===== src/hdl/ksfr_pkg.sv =====
// ----------------------------------------------------------------------------
// ksfr_pkg
// Shared types and constants for the kappa-sigma frame rejection core.
// ----------------------------------------------------------------------------
`default_nettype none

package ksfr_pkg;

  localparam int MAX_FRAMES_DEF = 32;
  localparam int MIN_FRAMES     = 3;
  localparam int MEAN_W         = 24;
  localparam int KAPPA_W        = 12;
  localparam int MINV_W         = 6;
  localparam int IDX_W          = 5;
  localparam int CNT_OUT_W      = 6;
  localparam int CFG_W          = 12;

  localparam logic [KAPPA_W-1:0] KAPPA_RST = 12'd512;
  localparam logic [MINV_W-1:0]  MINV_RST  = 6'd3;

  // register indexes
  localparam logic CFG_KAPPA     = 1'b0;
  localparam logic CFG_MIN_VALID = 1'b1;

  // status codes
  localparam logic [1:0] ST_OK       = 2'd0;
  localparam logic [1:0] ST_FEW      = 2'd1;
  localparam logic [1:0] ST_LOWVALID = 2'd2;

  typedef struct packed {
    logic [MEAN_W-1:0] frame_mean;
    logic              last;
  } ksfr_in_t;

  typedef struct packed {
    logic [IDX_W-1:0]     frame_index;
    logic                 keep;
    logic [CNT_OUT_W-1:0] valid_count;
    logic [1:0]           status;
    logic                 final_res;
  } ksfr_out_t;

endpackage

`default_nettype wire


===== src/hdl/ksfr_ram.sv =====
// ----------------------------------------------------------------------------
// ksfr_ram
// Generic single-write, single-read RAM with registered read data.
// ----------------------------------------------------------------------------
`default_nettype none

module ksfr_ram #(
  parameter int WIDTH = 24,
  parameter int DEPTH = 32
) (
  input  wire logic                     clk,
  input  wire logic                     we,
  input  wire logic [$clog2(DEPTH)-1:0] waddr,
  input  wire logic [WIDTH-1:0]         wdata,
  input  wire logic [$clog2(DEPTH)-1:0] raddr,
  output logic      [WIDTH-1:0]         rdata
);

  logic [WIDTH-1:0] mem [DEPTH];

  // write port and registered read port
  always_ff @(posedge clk) begin
    if (we) begin
      mem[waddr] <= wdata;
    end
    rdata <= mem[raddr];
  end

endmodule

`default_nettype wire


===== src/hdl/ksfr_div.sv =====
// ----------------------------------------------------------------------------
// ksfr_div
// Restoring divider, one quotient bit per cycle, truncating.
// ----------------------------------------------------------------------------
`default_nettype none

module ksfr_div #(
  parameter int DW = 54,
  parameter int RW = 6
) (
  input  wire logic          clk,
  input  wire logic          rst,
  input  wire logic          start,
  input  wire logic [DW-1:0] dividend,
  input  wire logic [RW-1:0] divisor,
  output logic               done,
  output logic      [DW-1:0] quotient
);

  localparam int CNTW = $clog2(DW + 1);

  logic            busy;
  logic [CNTW-1:0] cnt;
  logic [DW-1:0]   dq;
  logic [RW-1:0]   rem;
  logic [RW-1:0]   dsr;
  logic [RW:0]     trial;
  logic            qbit;

  assign trial    = {rem, dq[DW-1]};
  assign qbit     = trial >= {1'b0, dsr};
  assign quotient = dq;

  // shift dividend out and quotient bits in
  always_ff @(posedge clk) begin
    if (rst) begin
      busy <= 1'b0;
      done <= 1'b0;
      cnt  <= '0;
    end else begin
      done <= 1'b0;
      if (start) begin
        busy <= 1'b1;
        cnt  <= '0;
        dq   <= dividend;
        dsr  <= divisor;
        rem  <= '0;
      end else if (busy) begin
        rem <= qbit ? RW'(trial - {1'b0, dsr}) : trial[RW-1:0];
        dq  <= {dq[DW-2:0], qbit};
        cnt <= cnt + CNTW'(1);
        if (cnt == CNTW'(DW - 1)) begin
          busy <= 1'b0;
          done <= 1'b1;
        end
      end
    end
  end

endmodule

`default_nettype wire


===== src/hdl/ksfr_isqrt.sv =====
// ----------------------------------------------------------------------------
// ksfr_isqrt
// Digit-by-digit integer square root, two radicand bits per cycle.
// ----------------------------------------------------------------------------
`default_nettype none

module ksfr_isqrt #(
  parameter int IW = 54
) (
  input  wire logic            clk,
  input  wire logic            rst,
  input  wire logic            start,
  input  wire logic [IW-1:0]   radicand,
  output logic                 done,
  output logic      [IW/2-1:0] root
);

  localparam int HW   = IW / 2;
  localparam int RMW  = HW + 2;
  localparam int CNTW = $clog2(HW + 1);

  logic            busy;
  logic [CNTW-1:0] cnt;
  logic [IW-1:0]   rad;
  logic [RMW-1:0]  rem;
  logic [RMW-1:0]  rem_sh;
  logic [RMW-1:0]  trial;
  logic            fit;

  assign rem_sh = {rem[RMW-3:0], rad[IW-1:IW-2]};
  assign trial  = {root, 2'b01};
  assign fit    = rem_sh >= trial;

  // settle one root bit per cycle
  always_ff @(posedge clk) begin
    if (rst) begin
      busy <= 1'b0;
      done <= 1'b0;
      cnt  <= '0;
    end else begin
      done <= 1'b0;
      if (start) begin
        busy <= 1'b1;
        cnt  <= '0;
        rad  <= radicand;
        rem  <= '0;
        root <= '0;
      end else if (busy) begin
        rem  <= fit ? rem_sh - trial : rem_sh;
        root <= {root[HW-2:0], fit};
        rad  <= {rad[IW-3:0], 2'b00};
        cnt  <= cnt + CNTW'(1);
        if (cnt == CNTW'(HW - 1)) begin
          busy <= 1'b0;
          done <= 1'b1;
        end
      end
    end
  end

endmodule

`default_nettype wire


===== src/hdl/kappa_sigma_frame_rejection_core.sv =====
// ----------------------------------------------------------------------------
// kappa_sigma_frame_rejection_core
// Loads frame means, then rejects frames outside average +/- kappa*sigma.
// ----------------------------------------------------------------------------
// Frame means are taken one per cycle, while the input is not stalled, into an
// internal RAM until a request with the last mark arrives; the input then stalls
// until every result of the run has been delivered. With n frames loaded, a run
// divides the sum by n for the average, makes the variance pass over the RAM
// (RAM read, difference, square, accumulate), divides the squared sum by n-1 on
// the same serial divider, takes the square root, forms kappa*sigma, makes the
// keep pass over the RAM, sets the status and emits one result per frame. The
// divider works on V = 48 + clog2(MAX_FRAMES+1) bits (54 at the default size).
// A run of fewer than three frames returns one result with the too-few status
// at once.
`default_nettype none

module kappa_sigma_frame_rejection_core #(
  parameter int MAX_FRAMES = ksfr_pkg::MAX_FRAMES_DEF
) (
  input  wire logic                     clk,
  input  wire logic                     rst,
  input  wire logic                     cfg_wr,
  input  wire logic                     cfg_addr,
  input  wire logic [ksfr_pkg::CFG_W-1:0] cfg_data,
  input  wire logic                     in_valid,
  output logic                          in_stall,
  input  wire ksfr_pkg::ksfr_in_t       in_data,
  output logic                          out_valid,
  input  wire logic                     out_stall,
  output ksfr_pkg::ksfr_out_t           out_data
);

  import ksfr_pkg::*;

  localparam int AW   = $clog2(MAX_FRAMES);
  localparam int CW   = $clog2(MAX_FRAMES + 1);
  localparam int SW   = MEAN_W + CW;
  localparam int VW   = 2 * MEAN_W + CW;
  localparam int SQW  = VW + (VW % 2);
  localparam int RTW  = SQW / 2;
  localparam int KSW  = KAPPA_W + RTW;
  localparam int CMW  = KSW + 2;
  localparam int NVW  = (CW > MINV_W) ? CW : MINV_W;

  typedef enum logic [8:0] {
    S_LOAD = 9'b000000001,
    S_AVG  = 9'b000000010,
    S_VAR  = 9'b000000100,
    S_VDIV = 9'b000001000,
    S_SQRT = 9'b000010000,
    S_KS   = 9'b000100000,
    S_KEEP = 9'b001000000,
    S_STAT = 9'b010000000,
    S_EMIT = 9'b100000000
  } state_t;

  state_t               state;
  logic [KAPPA_W-1:0]   kappa;
  logic [MINV_W-1:0]    min_valid;
  logic [CW-1:0]        count;
  logic [SW-1:0]        sum;
  logic [MEAN_W-1:0]    avg;
  logic [VW-1:0]        vacc;
  logic [MEAN_W-1:0]    diff;
  logic [2*MEAN_W-1:0]  prod;
  logic [RTW-1:0]       sig;
  logic [KSW-1:0]       ks;
  logic [MAX_FRAMES-1:0] keepv;
  logic [CW-1:0]        nval;
  logic [CW-1:0]        idx;
  logic [1:0]           ph;
  logic [1:0]           status;

  logic                 in_acc;
  logic                 full;
  logic [CW-1:0]        count_next;
  logic [SW-1:0]        sum_next;
  logic                 out_free;
  logic                 idx_last;

  logic                 ram_we;
  logic [MEAN_W-1:0]    rdata;

  logic                 div_start;
  logic [VW-1:0]        div_dividend;
  logic [CW-1:0]        div_divisor;
  logic                 div_done;
  logic [VW-1:0]        div_quot;

  logic                 sq_start;
  logic                 sq_done;
  logic [RTW-1:0]       sq_root;

  logic [CMW-1:0]       v_ext;
  logic [CMW-1:0]       center;
  logic [CMW-1:0]       ks_ext;
  logic                 keep_now;

  assign in_stall   = (state != S_LOAD) || out_valid;
  assign in_acc     = in_valid && !in_stall;
  assign full       = count == CW'(MAX_FRAMES);
  assign count_next = full ? count : count + CW'(1);
  assign sum_next   = full ? sum : sum + SW'(in_data.frame_mean);
  assign ram_we     = in_acc && !full;
  assign out_free   = !out_valid || !out_stall;
  assign idx_last   = (idx + CW'(1)) == count;

  // compare in units of 2^-8 without rounding
  assign v_ext    = CMW'(rdata) << 8;
  assign center   = CMW'(avg) << 8;
  assign ks_ext   = CMW'(ks);
  assign keep_now = ((v_ext + ks_ext) > center) && (v_ext < (center + ks_ext));

  // start the shared divider for the average or the variance
  always_comb begin
    div_start    = 1'b0;
    div_dividend = VW'(sum_next);
    div_divisor  = count_next;
    if (state == S_LOAD && in_acc && in_data.last
        && count_next >= CW'(MIN_FRAMES)) begin
      div_start = 1'b1;
    end else if (state == S_VAR && ph == 2'd3 && idx_last) begin
      div_start    = 1'b1;
      div_dividend = vacc + VW'(prod);
      div_divisor  = count - CW'(1);
    end
  end

  assign sq_start = (state == S_VDIV) && div_done;

  ksfr_ram #(
    .WIDTH (MEAN_W),
    .DEPTH (MAX_FRAMES)
  ) u_store (
    .clk   (clk),
    .we    (ram_we),
    .waddr (count[AW-1:0]),
    .wdata (in_data.frame_mean),
    .raddr (idx[AW-1:0]),
    .rdata (rdata)
  );

  ksfr_div #(
    .DW (VW),
    .RW (CW)
  ) u_div (
    .clk      (clk),
    .rst      (rst),
    .start    (div_start),
    .dividend (div_dividend),
    .divisor  (div_divisor),
    .done     (div_done),
    .quotient (div_quot)
  );

  ksfr_isqrt #(
    .IW (SQW)
  ) u_sqrt (
    .clk      (clk),
    .rst      (rst),
    .start    (sq_start),
    .radicand (SQW'(div_quot)),
    .done     (sq_done),
    .root     (sq_root)
  );

  // hold configuration registers
  always_ff @(posedge clk) begin
    if (rst) begin
      kappa     <= KAPPA_RST;
      min_valid <= MINV_RST;
    end else if (cfg_wr) begin
      case (cfg_addr)
        CFG_KAPPA:     kappa     <= cfg_data[KAPPA_W-1:0];
        CFG_MIN_VALID: min_valid <= cfg_data[MINV_W-1:0];
        default: ;
      endcase
    end
  end

  // sequence load, statistics, keep pass and emission
  always_ff @(posedge clk) begin
    if (rst) begin
      state     <= S_LOAD;
      count     <= '0;
      sum       <= '0;
      idx       <= '0;
      ph        <= '0;
      nval      <= '0;
      out_valid <= 1'b0;
    end else begin
      if (out_valid && !out_stall) begin
        out_valid <= 1'b0;
      end
      case (state)
        S_LOAD: begin
          if (in_acc) begin
            if (in_data.last && count_next < CW'(MIN_FRAMES)) begin
              out_valid            <= 1'b1;
              out_data.frame_index <= '0;
              out_data.keep        <= 1'b0;
              out_data.valid_count <= '0;
              out_data.status      <= ST_FEW;
              out_data.final_res   <= 1'b1;
              count                <= '0;
              sum                  <= '0;
            end else begin
              count <= count_next;
              sum   <= sum_next;
              if (in_data.last) begin
                state <= S_AVG;
              end
            end
          end
        end
        S_AVG: begin
          if (div_done) begin
            avg   <= div_quot[MEAN_W-1:0];
            idx   <= '0;
            ph    <= '0;
            vacc  <= '0;
            state <= S_VAR;
          end
        end
        S_VAR: begin
          ph <= ph + 2'd1;
          case (ph)
            2'd1: diff <= (rdata >= avg) ? rdata - avg : avg - rdata;
            2'd2: prod <= diff * diff;
            2'd3: begin
              vacc <= vacc + VW'(prod);
              idx  <= idx + CW'(1);
              if (idx_last) begin
                state <= S_VDIV;
              end
            end
            default: ;
          endcase
        end
        S_VDIV: begin
          if (div_done) begin
            state <= S_SQRT;
          end
        end
        S_SQRT: begin
          if (sq_done) begin
            sig   <= sq_root;
            state <= S_KS;
          end
        end
        S_KS: begin
          ks    <= KSW'(kappa) * KSW'(sig);
          idx   <= '0;
          ph    <= '0;
          nval  <= '0;
          state <= S_KEEP;
        end
        S_KEEP: begin
          ph[0] <= !ph[0];
          if (ph[0]) begin
            keepv[idx[AW-1:0]] <= keep_now;
            nval               <= nval + CW'(keep_now);
            idx                <= idx + CW'(1);
            if (idx_last) begin
              state <= S_STAT;
            end
          end
        end
        S_STAT: begin
          status <= (NVW'(nval) < NVW'(min_valid)) ? ST_LOWVALID : ST_OK;
          idx    <= '0;
          state  <= S_EMIT;
        end
        S_EMIT: begin
          if (out_free) begin
            out_valid            <= 1'b1;
            out_data.frame_index <= IDX_W'(idx);
            out_data.keep        <= keepv[idx[AW-1:0]];
            out_data.valid_count <= CNT_OUT_W'(nval);
            out_data.status      <= status;
            out_data.final_res   <= idx_last;
            idx                  <= idx + CW'(1);
            if (idx_last) begin
              count <= '0;
              sum   <= '0;
              state <= S_LOAD;
            end
          end
        end
        default: state <= S_LOAD;
      endcase
    end
  end

endmodule

`default_nettype wire


===== config.mk =====
export PLATFORM = sky130hd
export DESIGN_NAME = kappa_sigma_frame_rejection_core
export DESIGN_NICKNAME = d
export VERILOG_FILES = /design/src/hdl/ksfr_pkg.sv /design/src/hdl/ksfr_ram.sv /design/src/hdl/ksfr_div.sv /design/src/hdl/ksfr_isqrt.sv /design/src/hdl/kappa_sigma_frame_rejection_core.sv
export SDC_FILE = /design/constraint.sdc
export NUM_CORES = 2
export LEC_CHECK = 0
export BUFFER_PORTS_ARGS = -buffer_cell sky130_fd_sc_hd__buf_2
export CAP_MARGIN = 20
export CORE_ASPECT_RATIO = 0.7
export CORE_MARGIN = 1
export CORE_UTILIZATION = 55
export CTS_CLUSTER_DIAMETER = 50
export DETAILED_ROUTE_END_ITERATION = 7
export GPL_TIMING_DRIVEN = 0
export PLACE_DENSITY_LB_ADDON = 0.2
export SYNTH_ARGS = -nofsm -noshare
export SYNTH_HDL_FRONTEND = slang
export SYNTH_SLANG_ARGS = --single-unit

===== constraint.sdc =====
create_clock -name clk -period 17.8 [get_ports clk]
set_input_delay 3.56 -clock clk [delete_from_list [all_inputs] [get_ports clk]]
set_output_delay 3.56 -clock clk [all_outputs]
set_load 0.005 [all_outputs]

==> flow_summary_export.csv <==
group,metric,value,unit
run_status,status,"finished clean",
sta,drv_slew,0,
worst_hold_path,min_path_type,"register to register",
die,start_util,0.558,
sta,setup_viol,0,
detailed_routing,drt_pre_antenna_iters,8,
worst_setup_path,path_max_fanout,10,
worst_hold_path,min_from,"u_sqrt.root[22]",
logic_synthesis,synth_area_per_cell,11.8,um^2
detailed_routing,drt_iter0_markers,7440,
worst_setup_path,reg2reg_slack,8420,ps
final_layout,multi_input_area,44300,um^2
clocking,root_buffer,"clkbuf_16",
die,die_y,335,um
clocking,clk_latency,820,ps
sta,fmax,0.107,GHz
global_routing,grt_max_degree,35,
die,die_w,478,um
final_layout,register_area,38500,um^2
pwr,peakVddDrop,0.0893,mV
detailed_routing,via_count,60000,
clocking,htree_levels,4,
logic_synthesis,synth_top_area_cell,"edfxtp_1",
logic_synthesis,syn_area,87300,um^2
logic_synthesis,yosysMostFrequentCell,"edfxtp_1",
clocking,post_cts.repair.setup_buffers,0,
worst_setup_path,reg2reg_depth,25,
detailed_routing,drtAntennaViolNets,0,
global_routing,grt_pass1_wl,383000,um
flow_run,cap_violations,0,
worst_setup_path,arrival,9900,ps
detailed_routing,route.detailed.drc,0,
global_routing,overflow,0,
worst_hold_path,whs_path_depth,0,
logic_synthesis,async_flop_share,0,
global_routing,grt_usage,0.325,
worst_setup_path,r2r-end,"prod[43]",
die,core_area,157000,um^2
worst_setup_path,critPathCaptureType,"register",
clocking,tritoncts,"yes",
logic_synthesis,synth-edff-count,1205,
worst_setup_path,r2r_start,"diff[7]",
placed_design,dp_slack,8670,ps
detailed_routing,wl_per_cell,26.0,um
sta,post-route-period-util,0.527,
worst_setup_path,cp-start-kind,"register",
final_layout,n_fill_cell,12400,
logic_synthesis,yosys_warnings,0,
final_layout,synthToLayoutAreaGrowth,9.80,%
sta,clock_skew,55.9,ps
global_routing,grt_pass1_vias,59400,
clocking,hold_buffers,0,
sta,final_hold_viol_count,0,
clocking,cts-resized-gates,0,
global_routing,antenna_found_initial,23,
logic_synthesis,ys_seq_area_frac,0.441,
pwr,p_leak,38.1,nW
worst_setup_path,path_class,"register to register",
sta,max-slew-margin-rel,0.162,
sta,rsz0062_at_grt,"no",
sta,setup_slack,8420,ps
detailed_routing,wirelength,256000,um
logic_synthesis,synthTopCellsByArea,"edfxtp_1 41%, fa_1 16%, ha_1 7.5%",
pwr,powerDensity,80.1,nW/um^2
final_layout,utilization,0.612,
clocking,clkSlewWorstSetupHoldPaths,60,ps
die,boundaryPins,60,
final_layout,fin_nets,8874,
sta,post-route-min-period,9380,ps
logic_synthesis,netlist_instances,7384,
placed_design,gp_congestion,0.985,
final_layout,drive_above_1_share,0.0784,
worst_hold_path,min_to,"sig[22]",
die,fp-row-count,121,
sta,worstMarginPinSlew,1250,ps
logic_synthesis,yosysTopAreaCellShare,0.415,
placed_design,numPortBuffers,57,
clocking,cts_buffer_depth,3,
clocking,cts_sinks,1322,
logic_synthesis,synth_ff_type,"edfxtp_1",
detailed_routing,vias_per_cell,6.09,
placed_design,hpwlAfterDp,195000,um
logic_synthesis,synth_cell_type_count,89,
worst_setup_path,worstPathRequired,18320,ps
sta,hold_ws,449,ps
die,die-area,160000,um^2
logic_synthesis,postSynthRegisterBits,1322,
pwr,finalPower,7.68,mW
logic_synthesis,synth_common_cells,"1205 x edfxtp_1, 966 x inv_1, 768 x nand2_1",
sta,tns,0,ps
logic_synthesis,syn_nets,8630,
clocking,cts_made_buffers,137,
-- critical path, cell delays in order, from the launching register on --
cell and delay (ps):
edfxtp_1 820, clkbuf_1 790, nand2_1 350, inv_1 170, fa_1 450, fa_1 510
inv_1 50, fa_1 480, inv_1 50, fa_1 480, fa_1 460, fa_1 530
inv_1 60, fa_1 510, inv_1 60, ha_1 370, and3_1 220, a221oi_1 410
nand3_1 210, o31ai_1 690, a211oi_1 190, nor3_1 480, o21ai_0 260, a21o_1 230
a21oi_1 170, xnor2_1 80
-- power breakdown --
group          switching, mW  total [mW]  internal [mW]
combinational          0.857        1.29          0.436
sequential            0.0578        3.51           3.45
clock                   1.31        2.87           1.56
total                   2.22        7.68           5.45
-- area by class of cell --
type,instances,share of cell area
clock inverters,82,0.00960
repair buffers,105,0.0112
diodes,12,0.000313
inverters,966,0.0378
multi-input cells,4785,0.462
clock buffers,170,0.0374
well taps,2091,0.0273
flip-flops and latches,1322,0.402
plain buffers,311,0.0124
-- through the flow --
stage	std cells	area, um^2
6_report	9844	95800
5_1_grt	9835	95800
4_1_cts	9819	95600
3_5_place_dp	9567	91100
3_3_place_gp	9532	90200
2_1_floorplan	7384	87300
-- logic make-up (layout without fill, tap and decap cells) --
| kind of cell | count (synthesis) | in the layout | synth area share |
|---|---|---|---|
| and+or+nand+nor | 1942 | 1942 | 0.104 |
| DFF | 1322 | 1322 | 0.441 |
| buffers and inverters | 1277 | 1634 | 0.0552 |
| xor gates and xnor gates | 275 | 275 | 0.0276 |
| other | 0 | 12 | 0 |
| muxes | 250 | 250 | 0.0575 |
| AOI/OAI and AO/OA | 1115 | 1115 | 0.0831 |
| adders and majority gates | 1203 | 1203 | 0.231 |
-- worst max path at each step --
stage	from	endpoint	cells past startpoint
2_1_floorplan	rst	u_sqrt.rad[0]	4
3_3_place_gp	rst	u_sqrt.root[15]	5
3_5_place_dp	diff[7]	prod[43]	25
4_1_cts	diff[7]	prod[43]	25
5_1_grt	diff[7]	prod[43]	25
6_report	diff[7]	prod[43]	25
-- registers in the layout, indices dropped and copies added (netlist names), 9 cells and up --
register,flops
avg,24
kappa,12
ks,39
u_sqrt.rad,54
keepv,32
state,9
vacc,54
sig,27
out_data,15
u_sqrt.root,27
u_div.quotient,54
u_store.rdata,24
u_store.mem,768
u_sqrt.rem,27
sum,30
diff,24
prod,47
-- layer usage --
metal / vias to the layer above / global-route usage / wire, um
met5: - / 0 / 55
met4: 8 / 0.0915 / 6670
met3: 375 / 0.0854 / 31400
met2: 3335 / 0.456 / 107000
met1: 30100 / 0.495 / 112000
li1: 26100 / - / -
-- cell usage in the layout (no fill, tap or decap), drive strengths merged, types with 85 or more instances in the layout --
cell type  Yosys  final
dfxtp        117    117
a21oi        321    321
and2         272    272
a21o         149    149
nand3         93     93
nand4         85     85
inv          966    983
nor2         417    417
xnor2        178    178
xor2          97     97
nand2        768    768
buf           41    145
fa           678    678
ha           525    525
edfxtp      1205   1205
o21ai        206    206
mux4         200    200
a22oi        121    121
clkbuf       270    441
(Power assumes the default switching activity.)
